## src/rtl/itt_pkg.sv

```systemverilog
`timescale 1ns / 1ps

package itt_pkg;

  // List nesting depth counter width
  localparam int NEST_DEPTH_BITS = 8;

  // Transaction queue between front and back
  localparam int Q_DEPTH = 4;
  localparam int Q_AW    = 2;

  // Tokenizer mode
  typedef enum logic [2:0] {
    MODE_START   = 3'd0,
    MODE_RIGHT   = 3'd1,
    MODE_NAME    = 3'd2,
    MODE_COMMENT = 3'd3,
    MODE_LIST    = 3'd4
  } mode_t;

  // Result kinds
  localparam logic [1:0] KIND_APPEND  = 2'd0;
  localparam logic [1:0] KIND_CLOSE   = 2'd1;
  localparam logic [1:0] KIND_DISCARD = 2'd2;

  // Token kinds for a close
  localparam logic [1:0] TK_IDENT   = 2'd0;
  localparam logic [1:0] TK_SECTION = 2'd1;
  localparam logic [1:0] TK_VALUE   = 2'd2;

  // Special characters
  localparam logic [7:0] CH_EQ   = 8'h3D;
  localparam logic [7:0] CH_SEMI = 8'h3B;
  localparam logic [7:0] CH_LBRK = 8'h5B;
  localparam logic [7:0] CH_RBRK = 8'h5D;
  localparam logic [7:0] CH_LPAR = 8'h28;
  localparam logic [7:0] CH_RPAR = 8'h29;
  localparam logic [7:0] CH_NL   = 8'h0A;
  localparam logic [7:0] CH_SP   = 8'h20;
  localparam logic [7:0] CH_TAB  = 8'h09;
  localparam logic [7:0] CH_VT   = 8'h0B;
  localparam logic [7:0] CH_FF   = 8'h0C;
  localparam logic [7:0] CH_CR   = 8'h0D;

  typedef struct packed {
    logic [7:0] text_byte;
    logic       end_of_text;
  } in_item_t;

  typedef struct packed {
    logic [1:0] kind;
    logic [7:0] out_byte;
    logic [1:0] token_kind;
    logic       last;
  } out_item_t;

  // One queue entry: all results of one input byte
  typedef struct packed {
    logic      two;
    out_item_t r0;
    out_item_t r1;
  } q_entry_t;

  typedef struct packed {
    logic     valid;
    q_entry_t entry;
  } q_push_t;

  typedef struct packed {
    logic     valid;
    q_entry_t entry;
  } q_head_t;

  function automatic logic is_space(input logic [7:0] c);
    return (c == CH_SP) || (c == CH_TAB) || (c == CH_NL) ||
           (c == CH_VT) || (c == CH_FF) || (c == CH_CR);
  endfunction

endpackage

```

## src/rtl/itt_front.sv

```systemverilog
`timescale 1ns / 1ps

module itt_front import itt_pkg::*; (
  input  logic     clk,
  input  logic     rst_n,
  input  logic     in_valid,
  output logic     in_ready,
  input  in_item_t in_data,
  input  logic     q_full,
  output q_push_t  push
);

  localparam logic [NEST_DEPTH_BITS-1:0] NEST_MAX = '1;
  localparam logic [NEST_DEPTH_BITS-1:0] NEST_ONE = NEST_DEPTH_BITS'(1);

  mode_t                      mode_r, mode_nxt;
  logic [NEST_DEPTH_BITS-1:0] depth_r, depth_nxt;
  logic                       pend_r, pend_nxt;

  logic       has0, has1, at_start, fire;
  logic [7:0] c;
  out_item_t  r0, rclose;

  assign in_ready = !q_full;
  assign fire     = in_valid && in_ready;
  assign c        = in_data.text_byte;

  // Classify the byte and work out the results and next state
  always_comb begin
    has0      = 1'b0;
    r0        = '0;
    mode_nxt  = mode_r;
    depth_nxt = depth_r;
    pend_nxt  = pend_r;
    at_start  = (mode_r != MODE_RIGHT) && (mode_r != MODE_NAME) &&
                (mode_r != MODE_COMMENT) && (mode_r != MODE_LIST);

    priority if (c == CH_EQ && at_start) begin
      has0          = 1'b1;
      r0.kind       = KIND_CLOSE;
      r0.token_kind = TK_IDENT;
      pend_nxt      = 1'b0;
      mode_nxt      = MODE_RIGHT;
    end else if (c == CH_SEMI && at_start) begin
      mode_nxt = MODE_COMMENT;
    end else if (c == CH_LBRK && at_start) begin
      mode_nxt = MODE_NAME;
    end else if (c == CH_RBRK && mode_r == MODE_NAME) begin
      has0          = 1'b1;
      r0.kind       = KIND_CLOSE;
      r0.token_kind = TK_SECTION;
      pend_nxt      = 1'b0;
      mode_nxt      = MODE_START;
    end else if (c == CH_LPAR && mode_r == MODE_RIGHT) begin
      has0        = 1'b1;
      r0.kind     = KIND_APPEND;
      r0.out_byte = c;
      pend_nxt    = 1'b1;
      depth_nxt   = NEST_ONE;
      mode_nxt    = MODE_LIST;
    end else if (c == CH_RPAR && mode_r == MODE_LIST && depth_r == NEST_ONE) begin
      // closing paren of the outer list: append, then the close follows
      has0        = 1'b1;
      r0.kind     = KIND_APPEND;
      r0.out_byte = c;
      pend_nxt    = 1'b1;
      mode_nxt    = MODE_START;
    end else if (c == CH_LPAR && mode_r == MODE_LIST) begin
      has0        = 1'b1;
      r0.kind     = KIND_APPEND;
      r0.out_byte = c;
      pend_nxt    = 1'b1;
      if (depth_r != NEST_MAX) begin
        depth_nxt = depth_r + NEST_ONE;
      end
    end else if (c == CH_RPAR && mode_r == MODE_LIST) begin
      has0        = 1'b1;
      r0.kind     = KIND_APPEND;
      r0.out_byte = c;
      pend_nxt    = 1'b1;
      if (depth_r != '0) begin
        depth_nxt = depth_r - NEST_ONE;
      end
    end else if ((c == CH_NL || c == CH_SEMI) && mode_r == MODE_RIGHT) begin
      has0          = 1'b1;
      r0.kind       = KIND_CLOSE;
      r0.token_kind = TK_VALUE;
      pend_nxt      = 1'b0;
      mode_nxt      = (c == CH_SEMI) ? MODE_COMMENT : MODE_START;
    end else if (c == CH_NL && mode_r == MODE_COMMENT) begin
      has0     = 1'b1;
      r0.kind  = KIND_DISCARD;
      pend_nxt = 1'b0;
      mode_nxt = MODE_START;
    end else if (mode_r == MODE_COMMENT) begin
      // comment text is swallowed
    end else if (!is_space(c)) begin
      has0        = 1'b1;
      r0.kind     = KIND_APPEND;
      r0.out_byte = c;
      pend_nxt    = 1'b1;
    end

    // Second result: outer list close, or value flush at end of text
    rclose            = '0;
    rclose.kind       = KIND_CLOSE;
    rclose.token_kind = TK_VALUE;
    rclose.last       = 1'b1;
    has1 = (c == CH_RPAR && mode_r == MODE_LIST && depth_r == NEST_ONE) ||
           (in_data.end_of_text && mode_nxt == MODE_RIGHT && pend_nxt);
    if (has1) begin
      pend_nxt = 1'b0;
    end
  end

  // Pack the results into one queue entry
  always_comb begin
    push.valid     = fire && (has0 || has1);
    push.entry.two = has0 && has1;
    push.entry.r1  = rclose;
    if (has0) begin
      push.entry.r0      = r0;
      push.entry.r0.last = !has1;
    end else begin
      push.entry.r0 = rclose;
    end
  end

  // Tokenizer state
  always_ff @(posedge clk) begin
    if (!rst_n) begin
      mode_r  <= MODE_START;
      depth_r <= '0;
      pend_r  <= 1'b0;
    end else if (fire) begin
      mode_r  <= mode_nxt;
      depth_r <= depth_nxt;
      pend_r  <= pend_nxt;
    end
  end

endmodule

```

## src/rtl/itt_queue.sv

```systemverilog
`timescale 1ns / 1ps

module itt_queue import itt_pkg::*; (
  input  logic    clk,
  input  logic    rst_n,
  input  q_push_t push,
  output logic    full,
  output q_head_t head,
  input  logic    pop
);

  q_entry_t        mem_r [Q_DEPTH];
  logic [Q_AW-1:0] wr_r, wr_nxt;
  logic [Q_AW-1:0] rd_r, rd_nxt;
  logic [Q_AW:0]   cnt_r, cnt_nxt;
  logic            do_pop;

  assign full       = (cnt_r == (Q_AW+1)'(Q_DEPTH));
  assign head.valid = (cnt_r != '0);
  assign head.entry = mem_r[rd_r];
  assign do_pop     = pop && head.valid;

  // Pointer and fill count update
  always_comb begin
    wr_nxt  = push.valid ? wr_r + 1'b1 : wr_r;
    rd_nxt  = do_pop ? rd_r + 1'b1 : rd_r;
    cnt_nxt = cnt_r;
    if (push.valid && !do_pop) begin
      cnt_nxt = cnt_r + 1'b1;
    end else if (!push.valid && do_pop) begin
      cnt_nxt = cnt_r - 1'b1;
    end
  end

  always_ff @(posedge clk) begin
    if (!rst_n) begin
      wr_r  <= '0;
      rd_r  <= '0;
      cnt_r <= '0;
    end else begin
      wr_r  <= wr_nxt;
      rd_r  <= rd_nxt;
      cnt_r <= cnt_nxt;
    end
  end

  // Entry storage
  always_ff @(posedge clk) begin
    if (push.valid) begin
      mem_r[wr_r] <= push.entry;
    end
  end

endmodule

```

## src/rtl/itt_back.sv

```systemverilog
`timescale 1ns / 1ps

module itt_back import itt_pkg::*; (
  input  logic      clk,
  input  logic      rst_n,
  input  q_head_t   head,
  output logic      pop,
  output logic      out_valid,
  input  logic      out_ready,
  output out_item_t out_data
);

  q_entry_t cur_r, cur_nxt;
  logic     busy_r, busy_nxt;
  logic     sel_r, sel_nxt;
  logic     out_fire, done;

  assign out_valid = busy_r;
  assign out_data  = sel_r ? cur_r.r1 : cur_r.r0;
  assign out_fire  = busy_r && out_ready;
  assign done      = out_fire && (sel_r || !cur_r.two);
  assign pop       = head.valid && (!busy_r || done);

  // Step through the results of the current entry, refill from the queue
  always_comb begin
    cur_nxt  = cur_r;
    busy_nxt = busy_r;
    sel_nxt  = sel_r;
    if (pop) begin
      cur_nxt  = head.entry;
      busy_nxt = 1'b1;
      sel_nxt  = 1'b0;
    end else if (done) begin
      busy_nxt = 1'b0;
      sel_nxt  = 1'b0;
    end else if (out_fire) begin
      sel_nxt = 1'b1;
    end
  end

  always_ff @(posedge clk) begin
    if (!rst_n) begin
      busy_r <= 1'b0;
      sel_r  <= 1'b0;
    end else begin
      busy_r <= busy_nxt;
      sel_r  <= sel_nxt;
    end
  end

  always_ff @(posedge clk) begin
    cur_r <= cur_nxt;
  end

endmodule

```

## src/rtl/ini_text_tokenizer_top.sv

```systemverilog
`timescale 1ns / 1ps
// Path: a byte's first result passes a queue entry and the emitter's register.
// Throughput: one byte per cycle while the queue has room; a byte with two
// results holds the output until both are taken, which the 4-entry queue
// between classifier and emitter absorbs. Bytes with no result (whitespace,
// comment text) emit nothing. Reset: synchronous, active low; mode to start,
// depth and pending flag to zero, queue emptied, no result pending.

module ini_text_tokenizer_top import itt_pkg::*; (
  input  logic      clk,
  input  logic      rst_n,
  input  logic      in_valid,
  output logic      in_ready,
  input  in_item_t  in_data,
  output logic      out_valid,
  input  logic      out_ready,
  output out_item_t out_data
);

  q_push_t push;
  q_head_t head;
  logic    q_full;
  logic    pop;

  itt_front u_front (
    .clk      (clk),
    .rst_n    (rst_n),
    .in_valid (in_valid),
    .in_ready (in_ready),
    .in_data  (in_data),
    .q_full   (q_full),
    .push     (push)
  );

  itt_queue u_queue (
    .clk   (clk),
    .rst_n (rst_n),
    .push  (push),
    .full  (q_full),
    .head  (head),
    .pop   (pop)
  );

  itt_back u_back (
    .clk       (clk),
    .rst_n     (rst_n),
    .head      (head),
    .pop       (pop),
    .out_valid (out_valid),
    .out_ready (out_ready),
    .out_data  (out_data)
  );

endmodule

```

## config.mk

```make
export PLATFORM = sky130hd
export DESIGN_NAME = ini_text_tokenizer_top
export DESIGN_NICKNAME = d
export VERILOG_FILES = /design/src/rtl/itt_pkg.sv /design/src/rtl/itt_front.sv /design/src/rtl/itt_queue.sv /design/src/rtl/itt_back.sv /design/src/rtl/ini_text_tokenizer_top.sv
export SDC_FILE = /design/constraint.sdc
export NUM_CORES = 1
export LEC_CHECK = 0
export BUFFER_PORTS_ARGS = -buffer_cell sky130_fd_sc_hd__buf_2
export CAP_MARGIN = 15
export CORE_MARGIN = 2
export CORE_UTILIZATION = 30
export CTS_BUF_LIST = sky130_fd_sc_hd__clkbuf_8
export DETAILED_ROUTE_END_ITERATION = 7
export MAX_ROUTING_LAYER = met4
export SETUP_SLACK_MARGIN = 0.15
export SKIP_CTS_REPAIR_TIMING = 1
export SLEW_MARGIN = 20
export SYNTH_ARGS = -nofsm -noshare
export SYNTH_HDL_FRONTEND = slang
export SYNTH_SLANG_ARGS = --single-unit
```

## constraint.sdc

```tcl
create_clock -name clk -period 3.7 [get_ports clk]
set_clock_uncertainty 0.1 [all_clocks]
set_input_delay 0.185 -clock clk [delete_from_list [all_inputs] [get_ports clk]]
set_output_delay 0.185 -clock clk [all_outputs]
set_load 0.02 [all_outputs]
```

==> results of run 1 <==
## state kept, by name, indices dropped and copies added, names as in the netlist
name,flops
u_queue.cnt_r,3
u_queue.wr_r,2
u_queue.rd_r,2
u_front.mode_r,3
u_back.sel_r,1
u_back.cur_r,14
u_front.depth_r,8
u_front.pend_r,1
u_back.out_valid,1
u_queue.mem_r,56
## kinds of logic (layout without fill, tap and decap cells)
family,count (synthesis),after routing
and+or+nand+nor,130,130
DFF,91,91
AOI/OAI and AO/OA,54,54
buffers and inverters,26,68
muxes,17,17
adders and majority gates,10,10
xor gates and xnor gates,9,9
## layout make-up
type | count | area, um2
fill | 1358 | 8990
sequential | 91 | 2530
multi-input combinational | 220 | 1760
timing repair buffer | 41 | 240
tap | 180 | 225
clock buffer | 10 | 138
clock inverter | 6 | 63.8
inverter | 11 | 41.3
## routing by layer
metal / routed length (um) / up-vias / global-route usage (%)
met3: 297 / 10 / 3.18
met1: 3900 / 1373 / 14.2
met2: 4300 / 36 / 18.7
li1: - / 1364 / -
met5: 0 / - / -
met4: 85 / 0 / 3.04
## worst max-delay path: cells and delay by family (launching register included)
kind	cells	cell delay (ps)
AO/OA/AOI/OAI	5	1160
AND/OR/NAND/NOR	3	780
adder cells (fa/ha/maj)	2	640
flip-flops	1	400
XOR/XNOR	1	160
buffers and inverters	1	60
## metrics by stage
stage	hold WS [ps]	worst slack, ps	cells	power, W	cell area [um2]
finish	94.7	342	559	0.00286	5000
global route	101	166	559	0.00302	5000
CTS	66.6	130	556	0.00289	4920
detailed placement	395	169	540	0.00221	4720
global placement	382	304	540	0.00219	4720
floorplan	269	434	337	0.00198	4340
## how the worst max path moves through the flow
| stage | endpoint |
|---|---|
| floorplan | u_queue.cnt_r[2] |
| global placement | u_queue.cnt_r[2] |
| detailed placement | u_queue.cnt_r[2] |
| CTS | u_queue.cnt_r[2] |
| global route | u_queue.cnt_r[2] |
| finish | u_queue.cnt_r[2] |
## synth_stat cells (3+ instances only)
library cell and n:
sky130_fd_sc_hd__or4_1 4, sky130_fd_sc_hd__or2_2 4, sky130_fd_sc_hd__mux2i_1 3, sky130_fd_sc_hd__o21ai_0 10, sky130_fd_sc_hd__or3_1 5, sky130_fd_sc_hd__mux4_2 14
sky130_fd_sc_hd__a41oi_1 3, sky130_fd_sc_hd__ha_1 9, sky130_fd_sc_hd__nand2_1 16, sky130_fd_sc_hd__edfxtp_1 70, sky130_fd_sc_hd__clkbuf_1 8, sky130_fd_sc_hd__nand3_1 10
sky130_fd_sc_hd__nor4_1 3, sky130_fd_sc_hd__a21oi_1 13, sky130_fd_sc_hd__nor2_1 28, sky130_fd_sc_hd__dfxtp_1 21, sky130_fd_sc_hd__and3_1 15, sky130_fd_sc_hd__xor2_1 6
sky130_fd_sc_hd__nand3b_1 3, sky130_fd_sc_hd__inv_1 11, sky130_fd_sc_hd__nor3_1 6, sky130_fd_sc_hd__xnor2_1 3, sky130_fd_sc_hd__nor2b_1 15, sky130_fd_sc_hd__o2111ai_1 3
sky130_fd_sc_hd__buf_2 5, sky130_fd_sc_hd__and4b_1 3
## where the power goes
group	internal [W]	switching, W
combinational	0.000336	0.000409
clock	0.000332	0.000344
sequential	0.00132	0.000118
==> impl_summary.txt, run 1 <==
----------------------------------------------------
[Synthesis]
  Synth Area in Compound Gates ... 9.13%
  Top_reg_cell synth ... sky130_fd_sc_hd__edfxtp_1
  Post-synth top area share ... 48.4%
  Mux share of post-synthesis cell area ... 7.95%
  Synthesized netlist cell count ... 337
  Main combinational cell family by area after synthesis ... simple AND/OR/NAND/NOR gates
  Avg Inst Size Synth ... 12.9 um2
  Top cells by area, synth ... sky130_fd_sc_hd__edfxtp_1 48%, sky130_fd_sc_hd__dfxtp_1 9.7%, sky130_fd_sc_hd__mux4_2 7.3%
  Number of synthesized register bits ... 91
  Total of warnings raised by yosys ... 0
  Async S/R FF share, synth ... 0%
  Post-Syn Nets ... 360
  Sequential cell area fraction in the yosys report ... about three fifths
  Count of different cell masters after synthesis ... 60
  Library cell occupying the most area in the post-synthesis netlist ... sky130_fd_sc_hd__edfxtp_1
  Fraction of the mapped netlist area in simple logic gates ... 17.5%
  Adder-cell area share of the yosys netlist ... 3.05%
  Cell area after synthesis ... between 4000 and 5000 um2
  Post-synthesis xor/xnor area fraction ... under 10%
  EDFF count, synth ... 70

[Critical path]
  Minimum setup slack among reg-to-reg paths ... 340 ps
  Worst r2r path cells ... 12
  Kind of start point of the critical path ... flip-flop
  Worst reg2reg endpoint ... u_queue.cnt_r[2]
  CP max FO ... 11
  Cell chain of the critical path ... o21a_2 -> o221ai_4 -> a41oi_1 -> or3_4 -> o41a_1 -> nor2_2 -> ha_2 -> inv_1 -> fa_1 -> xor2_1 -> or3_1 -> a21oi_1
  Critical Path Max Stage Delay ... between 400 and 500 ps
  Cell with the largest stage delay on the worst path ... sky130_fd_sc_hd__o41a_1
  Startpoint of the worst register-to-register path ... u_front.mode_r[1]
  Setup crit start ... u_front.mode_r[1]
  Crit Path Class ... reg2reg
  Endpoint kind of the worst setup timing path ... flip-flop
  Crit path DAT ... 3530 ps
  Data required time of the worst path ... slightly below 4000 ps

[Hold path]
  Number of cells traversed by the worst hold path ... 4
  Hold Crit Class ... in2reg
  Min-Delay Endpoint ... u_back.sel_r
  Hold Path Origin ... out_ready

[Clock tree]
  Clock slew at reported path FFs ... around 90 ps
  H-Tree Depth ... 3
  Clock root buffer ... sky130_fd_sc_hd__clkbuf_8
  TritonCTS Buffers ... 9
  Sink count of the clock tree ... 91
  CTS tree ... done
  Bufs on Longest Clock Path ... 2
  Source-to-sink clock delay at the later pin of the worst-skew pair ... 350 ps

[STA]
  Maximum frequency from static timing analysis ... 0.298 GHz
  Final period utilization ... approximately nine tenths
  Clock period minus final worst setup slack ... roughly 3400 ps
  Setup Total Neg Slack ... 0 ps
  Transition time of the tightest slew-check pin ... around 770 ps
  Hold Violations, Final ... 0
  Endpoints failing setup ... 0
  Count of final max-slew check failures ... 0
  RSZ-0062 raised after global routing ... no
  Rel. slew slack ... 48.7%

[Drt]
  Number of remaining DRC errors ... 0
  Routed wire length ... around 8600 um
  Average vias per placed instance ... 4.98
  Via count ... 2783
  Pre-Repair DR Iteration Count ... 4
  Wire length per cell ... 15.4 um
  Starting DRT DRC Count ... 111
  Post-route antenna net violation count ... 0

[Global routing]
  Pin count of the biggest net entering global routing ... 18
  Global-route usage over all layers ... 11.5%
  Global-route wire length before repair ... 13900 um
  Number of antenna violations at the first check in global routing ... 0
  Number of global-route vias before repair ... about 2700
  Congestion Overflow GR ... 0

[Final layout]
  Ratio of cells with drive above 1 in the final layout ... around a quarter
  Most frequent cells in the layout ... 70 x sky130_fd_sc_hd__edfxtp_1, 27 x sky130_fd_sc_hd__nor2_1, 27 x sky130_fd_sc_hd__buf_2
  Most common cell after layout, fill and taps aside ... sky130_fd_sc_hd__edfxtp_1
  Final core utilization ... 35.8%
  Number of nets at the end of the flow ... 397
  Number of diodes added for antenna fixing ... 0
  Layout overhead on the synthesized area ... 15.2%

[Run status]
  Run status ... finished clean

[Die]
  Core Rows ... 43
  Number of placed I/O pins ... 28
  Chip Width ... around 120 um
  Initial standard-cell utilization of the core ... a little under a third
  Core area ... 14000 um2
  Overall die area ... 15500 um2
  Die height ... around 120 um

[Pwr]
  Leak ... 1.71 nW
  Pwr/cell area ... approximately 570 nW/um2
  Max rail drop VDD ... 0.000190 V

[Placed design]
  Placer congestion estimate ... 0.843
  Half-perimeter wire length after placement ... between 5000 and 6000 um
  Number of port buffers ... 27

[Run]
  Number of max-cap violations ... 0

----------------------------------------------------
(Power assumes the default switching activity.)
==> run 2, diff against run 1 <==
- BUFFER_PORTS_ARGS: -buffer_cell sky130_fd_sc_hd__buf_2 -> unset
- DONT_BUFFER_PORTS: unset -> 1
==> impl_summary.txt, run 2 (synthesis gave the netlist of run 1 again) <==
----------------------------------------------------
[Run status]
  Run status ... finished clean

[STA]
  Hold Violations, Final ... 0 (unchanged)
  Maximum frequency from static timing analysis ... 0.296 GHz (-0.73%)
  Setup Total Neg Slack ... 0 ps (unchanged)
  Clock period minus final worst setup slack ... 3380 ps (+24.5 ps)
  Transition time of the tightest slew-check pin ... 738 ps (-30.2 ps)
  Rel. slew slack ... 50.7% (+2.0 points)
  Count of final max-slew check failures ... 0 (unchanged)
  RSZ-0062 raised after global routing ... no
  Final period utilization ... 91.4% (+0.66 points)
  Endpoints failing setup ... 0 (unchanged)

[Pwr]
  Combinational Power Share ... 22.7% (-3.4 points)
  Leak ... 1.59 nW (-7.0%)
  Portion of total power attributed to sequential cells ... 50.6% (+0.3 points)
  Pint ... 0.00198 W (-0.26%)
  Switching portion of total power ... 30.4% (-0.043 points)
  Proportion of power drawn by the clock network ... 26.6% (+3.0 points)
  Pwr/cell area ... 586 nW/um2 (+2.6%)
  Max rail drop VDD ... 0.000193 V (+1.7%)
  Switching power total ... 0.000867 W (-0.46%)

[Final layout]
  Reg with most FFs ... u_queue.mem_r
  Max FFs per register ... 56 (unchanged)
  Layout overhead on the synthesized area ... 11.9%
  Ratio of cells with drive above 1 in the final layout ... 19.2% (-6.9 points)
  Fillers ... 1389 (+2.3%)
  Most common cell after layout, fill and taps aside ... sky130_fd_sc_hd__edfxtp_1
  Number of diodes added for antenna fixing ... 0 (unchanged)
  Number of nets at the end of the flow ... 367 (-7.6%)
  Largest registers in the final layout ... u_queue.mem_r: 56 flops, u_back.cur_r: 14 flops, u_front.depth_r: 8 flops
  Most frequent cells in the layout ... 70 x sky130_fd_sc_hd__edfxtp_1, 28 x sky130_fd_sc_hd__nor2_1, 16 x sky130_fd_sc_hd__nand2_1
  Final Instance Area ... 4860 um2 (-2.8%)

[Die]
  Die height ... 124 um (unchanged)
  Core Rows ... 43 (unchanged)
  Overall die area ... 15500 um2 (unchanged)
  Number of placed I/O pins ... 28 (unchanged)
  Initial standard-cell utilization of the core ... 31.0% (unchanged)
  Core area ... 14000 um2 (unchanged)
  Chip Width ... 124 um (unchanged)

[Critical path]
  Crit path DAT ... 3590 ps (+60 ps)
  Data required time of the worst path ... 3900 ps (+30 ps)
  Critical Path Max Stage Delay ... 470 ps (about the same)
  Endpoint kind of the worst setup timing path ... flip-flop
  Cell chain of the critical path ... o21a_1 -> o221ai_4 -> a41oi_1 -> or3_4 -> o41a_1 -> nor2_1 -> ha_1 -> inv_1 -> fa_1 -> xor2_1 -> or3_1 -> a21oi_1
  Family with the most delay on the worst path ... compound AO/OA/AOI/OAI gates
  CP max FO ... 12 (+1)
  Cell with the largest stage delay on the worst path ... sky130_fd_sc_hd__o41a_1
  Crit Path Class ... reg2reg
  Buf/Inv on CP ... 1 (unchanged)
  Kind of start point of the critical path ... flip-flop

[Drt]
  Post-route antenna net violation count ... 0 (unchanged)
  Starting DRT DRC Count ... 258 (+130%)
  Number of remaining DRC errors ... 0 (unchanged)
  Wire length per cell ... 16.1 um (+4.8%)
  Via count ... 2671 (-4.0%)
  Pre-Repair DR Iteration Count ... 4 (unchanged)
  Average vias per placed instance ... 5.05 (+1.4%)
  Routed wire length ... 8520 um (-0.82%)

[Run]
  Number of max-cap violations ... 0 (unchanged)

[Clock tree]
  H-Tree Depth ... 3 (unchanged)
  TritonCTS Buffers ... 9 (unchanged)
  CTS tree ... done
  Bufs on Longest Clock Path ... 2 (unchanged)
  Clock slew at reported path FFs ... 100 ps (about the same)
  Sink count of the clock tree ... 91 (unchanged)
  Clock root buffer ... sky130_fd_sc_hd__clkbuf_8
  Source-to-sink clock delay at the later pin of the worst-skew pair ... 370 ps (+20 ps)

[Placed design]
  Half-perimeter wire length after placement ... 5800 um (-1.8%)
  Placer congestion estimate ... 0.823 (-2.4%)
  Placed standard-cell area ... 4580 um2 (-3.1%)
  Number of port buffers ... 0 (-100%)

[Global routing]
  Number of antenna violations at the first check in global routing ... 0 (unchanged)
  Global-route wire length before repair ... 14000 um (+0.24%)
  Pin count of the biggest net entering global routing ... 18 (unchanged)
  Global-route usage over all layers ... 11.6% (+0.094 points)
  Number of global-route vias before repair ... 2653 (-2.2%)
  Congestion Overflow GR ... 0 (unchanged)

[Hold path]
  Hold Crit Class ... in2reg

----------------------------------------------------
[run 2: changes by cell type in the layout (fill, tap and decap cells not counted), moves of 2 or more]
cell / change
sky130_fd_sc_hd__ha_1: +2
sky130_fd_sc_hd__dfxtp_2: +2
sky130_fd_sc_hd__dlygate4sd3_1: +2
sky130_fd_sc_hd__dfxtp_1: -2
sky130_fd_sc_hd__ha_2: -2
sky130_fd_sc_hd__buf_4: -5
sky130_fd_sc_hd__buf_2: -27
[run 2: cell type report]
| class | count | area (um2) | area share [%] |
|---|---|---|---|
| tap | 180 | 225 | 4.63 |
| clock buffer | 9 | 124 | 2.55 |
| clock inverter | 7 | 100 | 2.06 |
| timing repair buffer | 11 | 87.6 | 1.80 |
| inverter | 11 | 41.3 | 0.849 |
| sequential | 91 | 2530 | 52.1 |
| multi-input combinational | 220 | 1750 | 36.0 |
[run 2: power by group through the flow]
stage / Clock [W] / Combinational (W) / Sequential (W)
after global placement: 0 / 0.000640 / 0.00147
after floorplan: 0 / 0.000583 / 0.00139
final: 0.000759 / 0.000648 / 0.00144
after CTS: 0.000775 / 0.000656 / 0.00145
after detailed placement: 0 / 0.000655 / 0.00147
after global routing: 0.000817 / 0.000718 / 0.00147
[run 2: final timing paths]
kind                                   startpoint            endpoint  slack, ps  depth (start not counted)
worst max-delay path            u_front.mode_r[1]    u_queue.cnt_r[2]        320                         12
worst min-delay path                        rst_n  u_front.depth_r[2]          9                          2
worst max register to register  u_front.mode_r[1]    u_queue.cnt_r[2]        320                         12
worst min register to register    u_queue.wr_r[0]     u_queue.wr_r[0]        430                          2
[run 2: routing by layer]
layer	global-route usage, %	wire (um)
met1	13.8	3840
met3	4.47	417
met5	-	0
met4	3.11	125
met2	18.5	4130
[run 2: worst reg2reg max path: stages (launching register included)]
cell                       delay (ps)
sky130_fd_sc_hd__dfxtp_4          400
sky130_fd_sc_hd__o21a_1           240
sky130_fd_sc_hd__o221ai_4         190
sky130_fd_sc_hd__a41oi_1          130
sky130_fd_sc_hd__or3_4            370
sky130_fd_sc_hd__o41a_1           470
sky130_fd_sc_hd__nor2_1           120
sky130_fd_sc_hd__ha_1             190
sky130_fd_sc_hd__inv_1             70
sky130_fd_sc_hd__fa_1             430
sky130_fd_sc_hd__xor2_1           160
sky130_fd_sc_hd__or3_1            310
sky130_fd_sc_hd__a21oi_1          140
[run 2: metrics by stage]
| step | util [%] | instances | setup WS (ps) | total power, W | hold slack (ps) |
|---|---|---|---|---|---|
| final | 34.7 | 529 | 317 | 0.00285 | 8.92 |
| after global routing | 34.7 | 529 | 152 | 0.00300 | 36.7 |
| after CTS | 34.3 | 527 | 160 | 0.00288 | -82.3 |
| after detailed placement | 32.7 | 511 | 161 | 0.00213 | 313 |
| after global placement | 32.7 | 511 | 303 | 0.00211 | 299 |
| after floorplan | - | 337 | 434 | 0.00198 | 269 |
==> run 3, diff against run 2 <==
- clock period: 3.7 -> 3.6 ns (I/O delays scaled with it)
==> impl_summary.txt, run 3 (synthesis gave the netlist of run 1 again) <==
----------------------------------------------------
[Pwr]
  Switching power total ... 0.000876 W (+1.1%)
  Combinational Power Share ... 23.9% (+1.2 points)
  Proportion of power drawn by the clock network ... 24.0% (-2.6 points)
  Max rail drop VDD ... 0.000214 V (+11%)
  Pwr/cell area ... 581 nW/um2 (-0.98%)
  Portion of total power attributed to sequential cells ... 52.0% (+1.4 points)
  Switching portion of total power ... 30.8% (+0.34 points)
  Leak ... 1.62 nW (+1.8%)
  Pint ... 0.00197 W (-0.53%)

[Die]
  Number of placed I/O pins ... 28 (unchanged)
  Die height ... 124 um (unchanged)
  Chip Width ... 124 um (unchanged)
  Core Rows ... 43 (unchanged)
  Initial standard-cell utilization of the core ... 31.0% (unchanged)
  Overall die area ... 15500 um2 (unchanged)
  Core area ... 14000 um2 (unchanged)

[STA]
  Transition time of the tightest slew-check pin ... 738 ps (-0.256 ps)
  Endpoints failing setup ... 0 (unchanged)
  Crit path setup slack, layout ... 312 ps (-5.49 ps)
  RSZ-0062 raised after global routing ... no
  Setup Total Neg Slack ... 0 ps (unchanged)
  Clock period minus final worst setup slack ... 3290 ps (-94.5 ps)
  Maximum frequency from static timing analysis ... 0.304 GHz (+2.9%)
  Hold Violations, Final ... 3 (+3)
  Count of final max-slew check failures ... 0 (unchanged)
  Final period utilization ... 91.3% (about the same)
  Post-Route Hold Slack ... -7.10 ps (-16.0 ps)
  Rel. slew slack ... 50.7% (about the same)

[Hold path]
  Hold Crit Class ... in2reg

[Global routing]
  Number of global-route vias before repair ... 2663 (+0.38%)
  Global-route wire length before repair ... 13900 um (-0.69%)
  Global-route usage over all layers ... 11.6% (about the same)
  Pin count of the biggest net entering global routing ... 17 (-1)
  Congestion Overflow GR ... 0 (unchanged)
  Number of antenna violations at the first check in global routing ... 0 (unchanged)

[Critical path]
  Crit path DAT ... 3490 ps (-100 ps)
  Family with the most delay on the worst path ... compound AO/OA/AOI/OAI gates
  CP max FO ... 8 (-4)
  Critical Path Max Stage Delay ... 410 ps (-60 ps)
  Cell with the largest stage delay on the worst path ... sky130_fd_sc_hd__o41a_1
  Endpoint kind of the worst setup timing path ... flip-flop
  Data required time of the worst path ... 3800 ps (-100 ps)
  Cell chain of the critical path ... o21a_2 -> o221ai_4 -> a41oi_1 -> or3_4 -> o41a_1 -> nor2_2 -> ha_2 -> inv_1 -> fa_2 -> xor2_1 -> or3_1 -> a21oi_2
  Crit Path Class ... reg2reg
  Buf/Inv on CP ... 1 (unchanged)
  Kind of start point of the critical path ... flip-flop

[Final layout]
  Layout overhead on the synthesized area ... 13.0%
  Max FFs per register ... 56 (unchanged)
  Number of nets at the end of the flow ... 373 (+1.6%)
  Number of diodes added for antenna fixing ... 0 (unchanged)
  Reg with most FFs ... u_queue.mem_r
  Largest registers in the final layout ... u_queue.mem_r: 56 flops, u_back.cur_r: 14 flops, u_front.depth_r: 8 flops
  Most common cell after layout, fill and taps aside ... sky130_fd_sc_hd__edfxtp_1
  Fillers ... 1374 (-1.1%)
  Ratio of cells with drive above 1 in the final layout ... 22.3% (+3.1 points)
  Most frequent cells in the layout ... 70 x sky130_fd_sc_hd__edfxtp_1, 26 x sky130_fd_sc_hd__nor2_1, 16 x sky130_fd_sc_hd__nand2_1

[Drt]
  Pre-Repair DR Iteration Count ... 4 (unchanged)
  Average vias per placed instance ... 5.00 (-1.0%)
  Via count ... 2673 (+0.075%)
  Routed wire length ... 8550 um (+0.39%)
  Number of remaining DRC errors ... 0 (unchanged)
  Wire length per cell ... 16.0 um (-0.74%)
  Post-route antenna net violation count ... 0 (unchanged)
  Starting DRT DRC Count ... 144 (-44%)

[Clock tree]
  TritonCTS Buffers ... 9 (unchanged)
  CTS tree ... done
  Bufs on Longest Clock Path ... 2 (unchanged)
  Clock slew at reported path FFs ... 90 ps (about the same)
  Clock root buffer ... sky130_fd_sc_hd__clkbuf_8
  Sink count of the clock tree ... 91 (unchanged)
  H-Tree Depth ... 3 (unchanged)
  Source-to-sink clock delay at the later pin of the worst-skew pair ... 370 ps (about the same)

[Placed design]
  Placer congestion estimate ... 0.844 (+2.6%)
  Placement-stage worst setup slack ... 87.3 ps (-74.0 ps)
  Half-perimeter wire length after placement ... 5820 um (+0.27%)
  Number of port buffers ... 0 (unchanged)

[Run status]
  Run status ... complete, but fails checks
  Violations in the final reports ... negative hold slack

[Run]
  Number of max-cap violations ... 0 (unchanged)

----------------------------------------------------
-- run 3: cell count changes in the layout (fill, tap and decap cells not counted), moves of 2 or more --
cell                       previous run  this run
sky130_fd_sc_hd__ha_1                 9         7
sky130_fd_sc_hd__buf_4                9        15
sky130_fd_sc_hd__nor2_2               0         2
sky130_fd_sc_hd__ha_2                 0         2
sky130_fd_sc_hd__nor2_1              28        26
sky130_fd_sc_hd__clkinv_2             0         2
-- run 3: power groups by stage --
stage | logic (W) | registers (W) | clock network, W
after floorplan | 0.000599 | 0.00143 | 0
after global placement | 0.000657 | 0.00150 | 0
after detailed placement | 0.000673 | 0.00151 | 0
after CTS | 0.000675 | 0.00149 | 0.000714
after global routing | 0.000753 | 0.00151 | 0.000747
final | 0.000682 | 0.00148 | 0.000685
-- run 3: final timing paths --
path                     startpoint            endpoint  slack [ps]  cells after the start
setup / recovery  u_front.mode_r[0]    u_queue.cnt_r[2]         310                     12
hold / removal                rst_n  u_front.depth_r[2]          -7                      2
setup reg to reg  u_front.mode_r[0]    u_queue.cnt_r[2]         310                     12
hold reg to reg     u_queue.wr_r[0]     u_queue.wr_r[0]         430                      2
-- run 3: cell type report --
cell class	instances	area [um2]	area share (%)
flip-flops and latches	91	2540	51.7
multi-input cells	220	1780	36.3
well taps	180	225	4.59
repair buffers	17	133	2.70
clock buffers	9	124	2.52
clock inverters	7	67.6	1.38
inverters	11	41.3	0.841
-- run 3: metrics by stage --
step | total power, W | std cells | area [um2] | hold WS, ps | utilization [%]
2_1_floorplan | 0.00203 | 337 | 4340 | 264 | -
3_3_place_gp | 0.00216 | 512 | 4580 | 293 | 32.8
3_5_place_dp | 0.00218 | 512 | 4580 | 301 | 32.8
4_1_cts | 0.00288 | 528 | 4770 | -104 | 34.1
5_1_grt | 0.00301 | 535 | 4910 | 6.28 | 35.1
6_report | 0.00285 | 535 | 4910 | -7.10 | 35.1
-- run 3: routing by layer --
metal	track usage (%)	vias up	part of all wire (%)
met2	18.8	37	50
met5	-	-	0
met1	13.4	1311	43
met3	3.99	10	4.9
met4	3.97	0	1.5
li1	-	1315	-
